--- config.mk ---
export PLATFORM = sky130hd
export DESIGN_NAME = sobel_mag
export DESIGN_NICKNAME = d
export VERILOG_FILES = /design/src/rtl/assert_macros.svh /design/src/rtl/sobel_pkg.sv /design/src/rtl/sobel_mag.sv
export SDC_FILE = /design/constraint.sdc
export NUM_CORES = 1
export LEC_CHECK = 0
export ABC_AREA = 1
export BUFFER_PORTS_ARGS = -buffer_cell sky130_fd_sc_hd__buf_2
export CAP_MARGIN = 20
export CORE_UTILIZATION = 60
export CTS_BUF_LIST = sky130_fd_sc_hd__clkbuf_4 sky130_fd_sc_hd__clkbuf_8
export CTS_CLUSTER_SIZE = 30
export DETAILED_ROUTE_END_ITERATION = 7
export MAX_ROUTING_LAYER = met4
export PLACE_DENSITY = 0.78
export SKIP_LAST_GASP = 1
export SYNTH_ARGS = -nofsm -noshare
export SYNTH_HDL_FRONTEND = slang
export SYNTH_SLANG_ARGS = --single-unit
--- constraint.sdc ---
create_clock -name clk -period 7.3 [get_ports clk]
set_input_delay 0.73 -clock clk [delete_from_list [all_inputs] [get_ports clk]]
set_output_delay 0.73 -clock clk [all_outputs]
set_load 0.02 [all_outputs]
--- src/rtl/assert_macros.svh ---
// ----------------------------------------------------------------------------
// Assertion macros
// Shared concurrent assertion forms for the Sobel edge block. They compile to
// nothing when SYNTHESIS is defined.
// ----------------------------------------------------------------------------
`ifndef ASSERT_MACROS_SVH
`define ASSERT_MACROS_SVH
`ifndef SYNTHESIS
// Antecedent implies consequent in the same cycle.
`define ASSERT_IMPLY(label, clk, rst_n, ante, cons, msg) \
    label: assert property (@(posedge clk) disable iff (!rst_n) (ante) |-> (cons)) \
        else $error(msg);
// Condition must never hold.
`define ASSERT_NEVER(label, clk, rst_n, cond, msg) \
    label: assert property (@(posedge clk) disable iff (!rst_n) !(cond)) \
        else $error(msg);
`else
`define ASSERT_IMPLY(label, clk, rst_n, ante, cons, msg)
`define ASSERT_NEVER(label, clk, rst_n, cond, msg)
`endif
`endif

--- src/rtl/sobel_pkg.sv ---
// ----------------------------------------------------------------------------
// sobel_pkg
// Types, widths and register codes shared by the Sobel edge magnitude block.
// ----------------------------------------------------------------------------
package sobel_pkg;

    localparam int PIX_W          = 8;
    localparam int CFG_W          = 12;
    localparam int IN_ROW_W       = 12;
    localparam int DEF_MAX_WIDTH  = 2048;
    localparam int DEF_MAX_HEIGHT = 2048;
    localparam logic [CFG_W-1:0] RST_IMAGE_WIDTH  = 12'd640;
    localparam logic [CFG_W-1:0] RST_IMAGE_HEIGHT = 12'd480;

    // Configuration register indexes.
    typedef enum logic [0:0] {
        REG_IMAGE_WIDTH  = 1'b0,
        REG_IMAGE_HEIGHT = 1'b1
    } cfg_idx_t;

    typedef struct packed {
        logic [PIX_W-1:0] pixel_in;
        logic             frame_start;
    } pix_in_t;

    typedef struct packed {
        logic [PIX_W-1:0] pixel_out;
        logic             frame_last;
    } pix_out_t;

    // 3x3 neighborhood, entry 0 top left, entry 8 bottom right.
    typedef logic [8:0][PIX_W-1:0] win_t;

    typedef struct packed {
        logic             done;
        logic [PIX_W-1:0] value;
    } mag_rsp_t;

endpackage

--- src/rtl/sobel_mag.sv ---
// ----------------------------------------------------------------------------
// sobel_mag
// Gradient magnitude unit: Sobel sums, two squares, then an integer square
// root found one result bit per cycle, saturated to 255.
// ----------------------------------------------------------------------------
module sobel_mag (
    input  logic               clk,
    input  logic               rst_n,
    input  logic               start,
    input  sobel_pkg::win_t    win,
    output sobel_pkg::mag_rsp_t rsp
);

    typedef enum logic [3:0] {
        M_IDLE = 4'b0001,
        M_SQ   = 4'b0010,
        M_SUM  = 4'b0100,
        M_ROOT = 4'b1000
    } mstate_t;

    mstate_t     state_reg, state_next;
    logic [9:0]  right_sum, left_sum, bottom_sum, top_sum;
    logic [9:0]  ax_reg, ay_reg;
    logic [19:0] sqx_reg, sqy_reg;
    logic [20:0] sq_sum;
    logic [15:0] rad_reg;
    logic [7:0]  root_reg;
    logic [2:0]  bit_reg;
    logic [7:0]  trial;
    logic [15:0] trial_sq;
    logic [7:0]  root_next;
    logic        done_reg;
    logic [7:0]  value_reg;

    assign right_sum  = {2'b00, win[2]} + {1'b0, win[5], 1'b0} + {2'b00, win[8]};
    assign left_sum   = {2'b00, win[0]} + {1'b0, win[3], 1'b0} + {2'b00, win[6]};
    assign bottom_sum = {2'b00, win[6]} + {1'b0, win[7], 1'b0} + {2'b00, win[8]};
    assign top_sum    = {2'b00, win[0]} + {1'b0, win[1], 1'b0} + {2'b00, win[2]};

    assign sq_sum    = {1'b0, sqx_reg} + {1'b0, sqy_reg};
    assign trial     = root_reg | (8'd1 << bit_reg);
    assign trial_sq  = {8'd0, trial} * {8'd0, trial};
    assign root_next = (trial_sq <= rad_reg) ? trial : root_reg;

    always_comb
    begin
        state_next = state_reg;
        unique case (state_reg)
            M_IDLE:
            begin
                if (start)
                begin
                    state_next = M_SQ;
                end
            end
            M_SQ:
            begin
                state_next = M_SUM;
            end
            M_SUM:
            begin
                // Anything at or above 256 squared saturates at once.
                state_next = (sq_sum[20:16] != 5'd0) ? M_IDLE : M_ROOT;
            end
            M_ROOT:
            begin
                if (bit_reg == 3'd0)
                begin
                    state_next = M_IDLE;
                end
            end
            default:
            begin
                state_next = M_IDLE;
            end
        endcase
    end

    always_ff @(posedge clk or negedge rst_n)
    begin
        if (!rst_n)
        begin
            state_reg <= M_IDLE;
            done_reg  <= 1'b0;
        end
        else
        begin
            state_reg <= state_next;
            done_reg  <= ((state_reg == M_SUM) && (sq_sum[20:16] != 5'd0)) ||
                         ((state_reg == M_ROOT) && (bit_reg == 3'd0));
        end
    end

    always_ff @(posedge clk)
    begin
        if ((state_reg == M_IDLE) && start)
        begin
            ax_reg <= (right_sum >= left_sum) ? right_sum - left_sum : left_sum - right_sum;
            ay_reg <= (bottom_sum >= top_sum) ? bottom_sum - top_sum : top_sum - bottom_sum;
        end
        if (state_reg == M_SQ)
        begin
            sqx_reg <= {10'd0, ax_reg} * {10'd0, ax_reg};
            sqy_reg <= {10'd0, ay_reg} * {10'd0, ay_reg};
        end
        if (state_reg == M_SUM)
        begin
            rad_reg   <= sq_sum[15:0];
            root_reg  <= 8'd0;
            bit_reg   <= 3'd7;
            value_reg <= 8'hFF;
        end
        if (state_reg == M_ROOT)
        begin
            root_reg  <= root_next;
            bit_reg   <= bit_reg - 3'd1;
            value_reg <= root_next;
        end
    end

    assign rsp.done  = done_reg;
    assign rsp.value = value_reg;

endmodule

# ---- Word level (Yosys, flattened, before mapping)
# Index checks and enable logic that the tools add are counted.
dict set report classes {
  n_addsub 14
  n_mul 3
  magnitude_cmp 3
  n_eq_ne 6
  shifts 1
  muxes 13
  n_bitwise 1
  n_reduce_logical 8
}
# operator count
set op_table {}
lappend op_table {{10-bit by 8-bit adder with 10-bit output} 4}
lappend op_table {{8-bit by 9-bit adder with 10-bit output} 4}
lappend op_table {{10-bit by 10-bit multiplier with 20-bit output} 2}
lappend op_table {{8-bit 2-to-1 mux} 5}
lappend op_table {{10-bit subtractor} 4}
lappend op_table {{20-bit by 20-bit adder with 21-bit output} 1}
lappend op_table {{10-bit greater-or-equal comparator} 2}
lappend op_table {{10-bit 2-to-1 mux} 2}
lappend op_table {{16-bit <= comparator} 1}
lappend op_table {{8-bit by 8-bit multiplier with 16-bit output} 1}
lappend op_table {{4-bit one-hot mux with 4 select lines} 1}
lappend op_table {{4-bit 2-to-1 mux} 3}
lappend op_table {{8-bit OR} 1}
lappend op_table {{1-bit by 3-bit left shift with 8-bit output (first input constant)} 1}
lappend op_table {{3-bit 2-to-1 mux} 2}
lappend op_table {{5-bit nonzero test} 1}
lappend op_table {{4-bit by 1-bit == test with 1-bit output (second input constant)} 1}
lappend op_table {{4-bit by 2-bit == test with 1-bit output (second input constant)} 1}
lappend op_table {{4-bit by 3-bit == test with 1-bit output (second input constant)} 1}
lappend op_table {{4-bit == test (second input constant)} 1}
lappend op_table {{2-bit != test (second input constant)} 2}
lappend op_table {{1-bit logical AND} 3}
lappend op_table {{3-bit logical NOT} 1}
lappend op_table {{3-bit by 1-bit subtractor with 3-bit output (second input constant)} 1}
lappend op_table {{other kinds (3)} 3}
dict set report word_totals {
  regBits 100
}

# ---- Logic depth before layout (Yosys ltp)
# Gate-level depths: netlist of the first run.
dict set report logic_depth {
  ltp_word 6
  ltp_mapped 34
  mapped_depth_nobuf 33
}

# ---- Least setup slack after synthesis of the first run
# No wires, ideal clock.
dict set report synth_path {
  path_type {register to register}
  startpoint {register bit_reg[0]}
  endpoint {register root_reg[5], data pin}
  t_arrival_ps 5806
  slack_ps 1241
  path_stages_with_launch 29
  path_buffers 1
  synth_period_minus_slack_ps 6059
  cell_sequence {edfxtp_1 > ha_1 > a21oi_1 > clkinv_1 > nand2_1 > inv_1 > fa_1 > fa_1 > inv_1 > fa_1 > fa_1 > inv_1 > ha_1 > a21oi_1 > o21ai_0 > a21oi_1 > o21ai_0 > a31oi_1 > xor2_1 > inv_1 > ha_1 > nand4_1 > nor3_2 > nand2_1 > nand2_4 > nand2_2 > buf_4 > o21ai_1 > inv_1}
}
dict set report synth_between {
  elab_chain_cells 6
}
# item line_no
set synth_lines {}
lappend synth_lines {{start, declared} sobel_mag.sv:28} ;# logic [2:0] bit_reg;
lappend synth_lines {{start signal, assigned} sobel_mag.sv:116} ;# bit_reg <= bit_reg - 3'd1;
lappend synth_lines {{1-bit by 3-bit left shift with 8-bit output *} sobel_mag.sv:41} ;# assign trial = root_reg | (8'd1 << bit_reg);
lappend synth_lines {{8-bit OR *} sobel_mag.sv:41}
lappend synth_lines {{8-bit by 8-bit multiplier with 16-bit output} sobel_mag.sv:42} ;# assign trial_sq = {8'd0, trial} * {8'd0, trial};
lappend synth_lines {{16-bit <= comparator} sobel_mag.sv:43} ;# assign root_next = (trial_sq <= rad_reg) ? trial : root_reg;
lappend synth_lines {{8-bit 2-to-1 mux *} sobel_mag.sv:43}
lappend synth_lines {{8-bit 2-to-1 mux *} sobel_mag.sv:113} ;# if (state_reg == M_ROOT)
lappend synth_lines {{end signal, assigned} sobel_mag.sv:115} ;# root_reg <= root_next;
lappend synth_lines {{end, declared} sobel_mag.sv:27} ;# logic [7:0] root_reg;
# Mark *: on every way between the ends. The rest lies on a longest branch, timed or not.
# A chain may end at the register's enable or synchronous reset.

# ---- Worst setup path after layout of the first run
dict set report layout_path {
  startpoint {register bit_reg[0]}
  endpoint {register root_reg[7], data pin}
}
# Same word-level chain as after synthesis.

==> metrics.txt, run 1 <==
# TYPE chip_impl_metric gauge
chip_impl_info{name="most_common_library_cells_after_synthesis",value="sky130_fd_sc_hd__inv_1 (416), sky130_fd_sc_hd__nand2_1 (339), sky130_fd_sc_hd__ha_1 (239)"} 1
chip_impl_metric{name="drtIter0Drc",unit=""} 679
chip_impl_info{name="hp-class",value="in2async"} 1
chip_impl_metric{name="grt_first_pass_wirelength",unit="µm"} 54400
chip_impl_metric{name="floorplan.initialDensity",unit=""} 0.617
chip_impl_metric{name="fin_tns_setup",unit="ns"} 0
chip_impl_metric{name="portBuffers",unit=""} 75
chip_impl_metric{name="grt_max_degree",unit=""} 40
chip_impl_info{name="ctsRootBufferMaster",value="sky130_fd_sc_hd__clkbuf_8"} 1
chip_impl_metric{name="dp.final_hpwl",unit="µm"} 26900
chip_impl_metric{name="floorplan.die_area",unit="µm²"} 26800
chip_impl_metric{name="number_of_antenna_violations_at_the_first_check_in_global_routing",unit=""} 0
chip_impl_metric{name="height_of_the_chip",unit="µm"} 164
chip_impl_metric{name="proportion_of_layout_cells_with_a_drive_suffix_above_1",unit=""} 0.0731
chip_impl_metric{name="synth_enable_flop_cells",unit=""} 93
chip_impl_metric{name="final_antenna_net_count",unit=""} 0
chip_impl_metric{name="fin_nets",unit=""} 2390
chip_impl_metric{name="avgRoutedWirePerCell",unit="µm"} 13.9
chip_impl_metric{name="total_number_of_yosys_warnings",unit=""} 0
chip_impl_metric{name="timing_hold_violations_final",unit=""} 0
chip_impl_metric{name="worst-slew-pin-transition",unit="ns"} 0.804
chip_impl_metric{name="cts_made_buffers",unit=""} 9
chip_impl_info{name="startpoint_type",value="flop"} 1
chip_impl_metric{name="yosysSeqAreaShare",unit=""} 0.186
chip_impl_metric{name="cp_data_arrival_time",unit="ns"} 6.82
chip_impl_metric{name="clk_pin_slew_worst_paths",unit="ns"} 0.12
chip_impl_info{name="crit_path_top_delay_cell",value="sky130_fd_sc_hd__fa_1"} 1
chip_impl_metric{name="area_delta_synth_final",unit="%"} 5.25
chip_impl_info{name="timing_worst_setup_path_type",value="reg2reg"} 1
chip_impl_metric{name="asyncSetResetFlopFracSynth",unit=""} 0.0510
chip_impl_metric{name="postLayoutSetupSlackWorst",unit="ns"} 0.639
chip_impl_metric{name="post_synth.cell_area_avg",unit="µm²"} 8.36
chip_impl_info{name="ys.flop_type",value="sky130_fd_sc_hd__edfxtp_1"} 1
chip_impl_metric{name="via_count_of_the_first_global_routing_pass",unit=""} 12418
chip_impl_info{name="synth_largest_area_cell",value="sky130_fd_sc_hd__fa_1"} 1
chip_impl_metric{name="post_route_wl",unit="µm"} 31300
chip_impl_metric{name="finalSetupViolCount",unit=""} 0
chip_impl_metric{name="max_slew_margin",unit=""} 0.463
chip_impl_metric{name="critPathRequiredTime",unit="ns"} 7.46
chip_impl_metric{name="ioPinCount",unit=""} 84
chip_impl_metric{name="synthDominantCellAreaShare",unit=""} 0.195
chip_impl_info{name="post_synth_main_area_contributors",value="sky130_fd_sc_hd__fa_1 (20%), sky130_fd_sc_hd__ha_1 (19%), sky130_fd_sc_hd__edfxtp_1 (18%)"} 1
chip_impl_metric{name="htree_levels",unit=""} 3
chip_impl_info{name="yosys.cell_count.top_type",value="sky130_fd_sc_hd__inv_1"} 1
chip_impl_metric{name="core_area",unit="µm²"} 25400
chip_impl_info{name="rsz0062_at_grt",value="false"} 1
chip_impl_metric{name="worst_skew_pair.late_latency",unit="ns"} 0.39
chip_impl_info{name="endpoint_kind",value="flop"} 1
chip_impl_metric{name="clock_sinks",unit=""} 98
chip_impl_metric{name="fp.dieW",unit="µm"} 164
chip_impl_info{name="cts_tree",value="built"} 1
chip_impl_metric{name="globalRouteOverflowTotal",unit=""} 0
chip_impl_metric{name="maximum_capacitance_violations",unit=""} 0
chip_impl_metric{name="grt_usage",unit=""} 0.260
chip_impl_metric{name="skew",unit="ns"} 0.0241
chip_impl_metric{name="vias_per_cell",unit=""} 5.34
chip_impl_metric{name="fmaxAchievable",unit="GHz"} 0.150
chip_impl_metric{name="synth_area",unit="µm²"} 15700
chip_impl_metric{name="crit_fanout",unit=""} 16
chip_impl_metric{name="post-route-min-period",unit="ns"} 6.66
chip_impl_metric{name="post-route-period-util",unit=""} 0.912
chip_impl_metric{name="post-route-drc-count",unit=""} 0
chip_impl_metric{name="mappedNetlistNets",unit=""} 2342
chip_impl_info{name="critical_path.most_common_cell",value="sky130_fd_sc_hd__inv_1"} 1
chip_impl_info{name="run_status",value="completed"} 1
chip_impl_metric{name="postSynthRegisterBits",unit=""} 98
chip_impl_metric{name="clk_path_buf_depth",unit=""} 2
chip_impl_metric{name="postSynthCellCount",unit=""} 1875
chip_impl_metric{name="detailroute.via_count",unit=""} 12056
chip_impl_metric{name="yosysUniqueCellTypes",unit=""} 50
chip_impl_metric{name="report.final.slew_viol_count",unit=""} 0
chip_impl_metric{name="worst_path_largest_cell_delay",unit="ns"} 0.55
chip_impl_metric{name="place_ws",unit="ns"} 0.567
chip_impl_metric{name="post_cts_buffers",unit=""} 0
chip_impl_metric{name="inserted_diodes",unit=""} 0
chip_impl_metric{name="row_count",unit=""} 58
chip_impl_metric{name="first_pass_iters",unit=""} 6
chip_impl_metric{name="gp_congestion",unit=""} 0.967
[per-layer routing]
layer | track usage | vias to the layer above | wire [µm] | share of wire
li1 | - | 6004 | - | -
met1 | 0.298 | 5746 | 13100 | 0.42
met2 | 0.474 | 267 | 16600 | 0.53
met3 | 0.0287 | 39 | 1070 | 0.034
met4 | 0.0758 | 0 | 518 | 0.017
met5 | - | - | 0 | 0
[cell families (layout without fill, tap and decap cells)]
group / count (synthesis) / in the layout / synth area share
AND/OR/NAND/NOR: 529 / 529 / 0.139
buffers and inverters: 465 / 518 / 0.116
adder cells (fa/ha/maj): 392 / 392 / 0.386
AO/OA/AOI/OAI: 255 / 255 / 0.0962
XOR/XNOR: 136 / 136 / 0.0760
flip-flops: 98 / 98 / 0.186
[worst paths after layout]
check,start,endpoint,slack (ns),cells past startpoint
min,rst_n,state_reg[3],0.12,1
max,bit_reg[0],root_reg[7],0.64,29
min reg2reg,state_reg[2],state_reg[2],0.52,1
max in group asynchronous,rst_n,state_reg[0],6.96,1
min in group clk,state_reg[2],state_reg[2],0.52,1
max reg2reg,bit_reg[0],root_reg[7],0.64,29
[worst max-delay path: cells and delay by family (launching register included)]
family | cells | cell delay [ns]
buffers and inverters | 8 | 0.82
XOR/XNOR | 1 | 0.16
flip-flops | 1 | 0.46
AND/OR/NAND/NOR | 6 | 0.99
AO/OA/AOI/OAI | 7 | 1.13
adder cells (fa/ha/maj) | 7 | 2.87
[placed cells by master, fill, tap and decap left out, types with 10 or more instances in the layout]
master / n
sky130_fd_sc_hd__a21o_1: 15
sky130_fd_sc_hd__a21oi_1: 125
sky130_fd_sc_hd__fa_1: 153
sky130_fd_sc_hd__nand3_1: 58
sky130_fd_sc_hd__ha_1: 239
sky130_fd_sc_hd__xor2_1: 97
sky130_fd_sc_hd__clkbuf_8: 10
sky130_fd_sc_hd__o21ai_1: 12
sky130_fd_sc_hd__nor3_1: 11
sky130_fd_sc_hd__o21ai_0: 42
sky130_fd_sc_hd__xnor2_1: 39
sky130_fd_sc_hd__nand2_2: 10
sky130_fd_sc_hd__o21bai_1: 20
sky130_fd_sc_hd__edfxtp_1: 93
sky130_fd_sc_hd__buf_2: 75
sky130_fd_sc_hd__nand2_1: 339
sky130_fd_sc_hd__inv_1: 416
sky130_fd_sc_hd__nor2_1: 86
[metrics by stage]
step	utilization	hold WS, ns	cell area [µm²]	cells
floorplan	-	0.421	15700	1875
global placement	0.641	0.487	16300	2241
detailed placement	0.641	0.495	16300	2241
CTS	0.649	0.110	16500	2257
global route	0.649	0.110	16500	2258
finish	0.649	0.125	16500	2258
[layout make-up]
| class | count | area [µm²] |
|---|---|---|
| clock buffers | 10 | 138 |
| clock inverters | 6 | 56.3 |
| fillers | 2133 | 8910 |
| inverters | 422 | 1590 |
| multi-input cells | 1312 | 11000 |
| flip-flops and latches | 98 | 2920 |
| well taps | 330 | 413 |
| repair buffers | 80 | 420 |
[what timing repair did]
action	CTS	global route
hold buffers	0	0
resized for setup	0	3
endpoints found under the setup margin	0	12
Power of run 1 is left out: the tool's default activity adds up to more than one toggle a clock period on the data nets, which glitch-free logic cannot reach.
==> inputs of run 2 (changes only) <==
--- a/config.mk
+++ b/config.mk
@@ -14,6 +14,7 @@
 export DETAILED_ROUTE_END_ITERATION = 7
 export MAX_ROUTING_LAYER = met4
 export PLACE_DENSITY = 0.78
+export RECOVER_POWER = 50
 export SKIP_LAST_GASP = 1
 export SYNTH_ARGS = -nofsm -noshare
 export SYNTH_HDL_FRONTEND = slang
==> metrics.txt, run 2 (synthesis gave the netlist of run 1 again) <==
# TYPE chip_impl_metric gauge
chip_impl_metric{name="maximum_capacitance_violations",unit=""} 1
chip_impl_info{name="ctsRootBufferMaster",value="sky130_fd_sc_hd__clkbuf_8"} 1
chip_impl_metric{name="fin_worst_hold_slack",unit="ns"} 0.174
chip_impl_info{name="mostFrequentLayoutCell",value="sky130_fd_sc_hd__inv_1"} 1
chip_impl_metric{name="avgRoutedWirePerCell",unit="µm"} 13.9
chip_impl_metric{name="fin_tns_setup",unit="ns"} 0
chip_impl_metric{name="row_count",unit=""} 58
chip_impl_metric{name="post_route_wl",unit="µm"} 31300
chip_impl_metric{name="post-route-drc-count",unit=""} 0
chip_impl_metric{name="vias_per_cell",unit=""} 5.34
chip_impl_info{name="timing_worst_setup_path_type",value="reg2reg"} 1
chip_impl_info{name="critical_path.most_common_cell",value="sky130_fd_sc_hd__inv_1"} 1
chip_impl_metric{name="htree_levels",unit=""} 3
chip_impl_info{name="endpoint_kind",value="flop"} 1
chip_impl_metric{name="finish.cell_count_without_fillers",unit=""} 2258
chip_impl_metric{name="report.final.slew_viol_count",unit=""} 40
chip_impl_metric{name="final_cell_area",unit="µm²"} 16400
chip_impl_metric{name="core_area",unit="µm²"} 25400
chip_impl_metric{name="skew",unit="ns"} 0.0214
chip_impl_metric{name="dp_area",unit="µm²"} 16300
chip_impl_info{name="startpoint_type",value="flop"} 1
chip_impl_metric{name="crit_fanout",unit=""} 16
chip_impl_metric{name="grt_first_pass_wirelength",unit="µm"} 54400
chip_impl_metric{name="area_delta_synth_final",unit="%"} 4.98
chip_impl_metric{name="floorplan.die_area",unit="µm²"} 26800
chip_impl_metric{name="critPathRequiredTime",unit="ns"} 7.46
chip_impl_metric{name="fp.dieW",unit="µm"} 164
chip_impl_metric{name="clock_sinks",unit=""} 98
chip_impl_metric{name="worst-slew-pin-transition",unit="ns"} 2.00
chip_impl_metric{name="grt_max_degree",unit=""} 40
chip_impl_info{name="most_frequent_cells_in_the_layout",value="sky130_fd_sc_hd__inv_1 (416), sky130_fd_sc_hd__nand2_1 (343), sky130_fd_sc_hd__ha_1 (239)"} 1
chip_impl_metric{name="fillerInstances",unit=""} 2144
chip_impl_metric{name="worst_skew_pair.late_latency",unit="ns"} 0.39
chip_impl_metric{name="clk_pin_slew_worst_paths",unit="ns"} 0.11
chip_impl_info{name="violations_in_the_final_reports",value="capacitance limit, slew limit"} 1
chip_impl_metric{name="post_cts_hold_buffer_count",unit=""} 0
chip_impl_metric{name="max_slew_margin",unit=""} -0.331
chip_impl_metric{name="floorplan.initialDensity",unit=""} 0.617
chip_impl_metric{name="post-route-period-util",unit=""} 0.914
chip_impl_metric{name="via_count_of_the_first_global_routing_pass",unit=""} 12418
chip_impl_metric{name="clk_path_buf_depth",unit=""} 2
chip_impl_metric{name="inserted_diodes",unit=""} 0
chip_impl_metric{name="finalSetupViolCount",unit=""} 0
chip_impl_metric{name="drtIter0Drc",unit=""} 674
chip_impl_metric{name="height_of_the_chip",unit="µm"} 164
chip_impl_metric{name="fin_nets",unit=""} 2390
chip_impl_metric{name="grt_usage",unit=""} 0.260
chip_impl_metric{name="first_pass_iters",unit=""} 5
chip_impl_metric{name="ioPinCount",unit=""} 84
chip_impl_info{name="hp-class",value="in2async"} 1
chip_impl_info{name="rsz0062_at_grt",value="false"} 1
chip_impl_info{name="cts_tree",value="built"} 1
chip_impl_metric{name="number_of_antenna_violations_at_the_first_check_in_global_routing",unit=""} 0
chip_impl_metric{name="worst_path_largest_cell_delay",unit="ns"} 0.55
chip_impl_metric{name="globalRouteOverflowTotal",unit=""} 0
chip_impl_metric{name="dp.final_hpwl",unit="µm"} 26900
chip_impl_info{name="run_status",value="finished with violations"} 1
chip_impl_metric{name="proportion_of_layout_cells_with_a_drive_suffix_above_1",unit=""} 0.0628
chip_impl_metric{name="portBuffers",unit=""} 75
chip_impl_metric{name="cp_data_arrival_time",unit="ns"} 6.83
chip_impl_metric{name="post-route-min-period",unit="ns"} 6.67
chip_impl_metric{name="cts_made_buffers",unit=""} 9
chip_impl_metric{name="gp_congestion",unit=""} 0.967
chip_impl_metric{name="place_inst",unit=""} 2241
chip_impl_metric{name="detailroute.via_count",unit=""} 12051
chip_impl_metric{name="fmaxAchievable",unit="GHz"} 0.150
chip_impl_metric{name="timing_hold_violations_final",unit=""} 0
chip_impl_metric{name="final_antenna_net_count",unit=""} 0
chip_impl_info{name="crit_path_top_delay_cell",value="sky130_fd_sc_hd__fa_1"} 1
-- run 2: cell types whose count changed in the layout (fill, tap and decap cells not counted), sizes merged --
cell,delta
buf,-13
clkbuf,+13
-- run 2: worst max-delay path: cells and delay by family, from the launching register on --
family | cells | cell delay, ns
AO/OA/AOI/OAI | 7 | 1.14
XOR/XNOR | 1 | 0.16
adder cells (fa/ha/maj) | 7 | 2.87
buffers and inverters | 8 | 0.81
flip-flops | 1 | 0.46
AND/OR/NAND/NOR | 6 | 0.99
-- run 2: area by class of cell --
cell class / count / area (µm²) / share of cell area
timing repair buffer: 80 / 399 / 0.0243
multi-input combinational: 1312 / 10900 / 0.665
clock inverter: 6 / 56.3 / 0.00342
sequential: 98 / 2920 / 0.177
inverter: 422 / 1590 / 0.0968
tap: 330 / 413 / 0.0251
clock buffer: 10 / 138 / 0.00837
-- run 2: routing by layer --
metal,share of wire,vias to the layer above,global-route usage,wire length (µm)
met4,0.018,0,0.0758,550
met3,0.036,42,0.0287,1110
met5,0,-,-,0
met1,0.42,5728,0.298,13100
li1,-,6007,-,-
met2,0.53,274,0.474,16600
-- run 2: what timing repair did --
action / in CTS / in global routing
gates resized for setup: 0 / 3
endpoints found under the setup margin: 0 / 12
setup buffers: 0 / 0
-- run 2: through the flow --
stage / util / worst slack (ns)
detailed placement: 0.641 / 0.567
floorplan: - / 1.24
global route: 0.648 / 0.0524
CTS: 0.649 / 0.514
finish: 0.648 / 0.631
global placement: 0.641 / 0.694
-- run 2: final timing paths --
| kind | start | endpoint | slack (ns) | cells after the start |
|---|---|---|---|---|
| worst max-delay path | bit_reg[0] | root_reg[4] | 0.63 | 29 |
| worst min-delay path | rst_n | state_reg[3] | 0.17 | 1 |
| worst max register to register | bit_reg[0] | root_reg[4] | 0.63 | 29 |
| worst min register to register | state_reg[2] | state_reg[2] | 0.52 | 1 |
| max in group asynchronous | rst_n | state_reg[0] | 6.85 | 1 |
| min in group clk | state_reg[2] | state_reg[2] | 0.52 | 1 |
Power of run 2 is left out for the same reason.
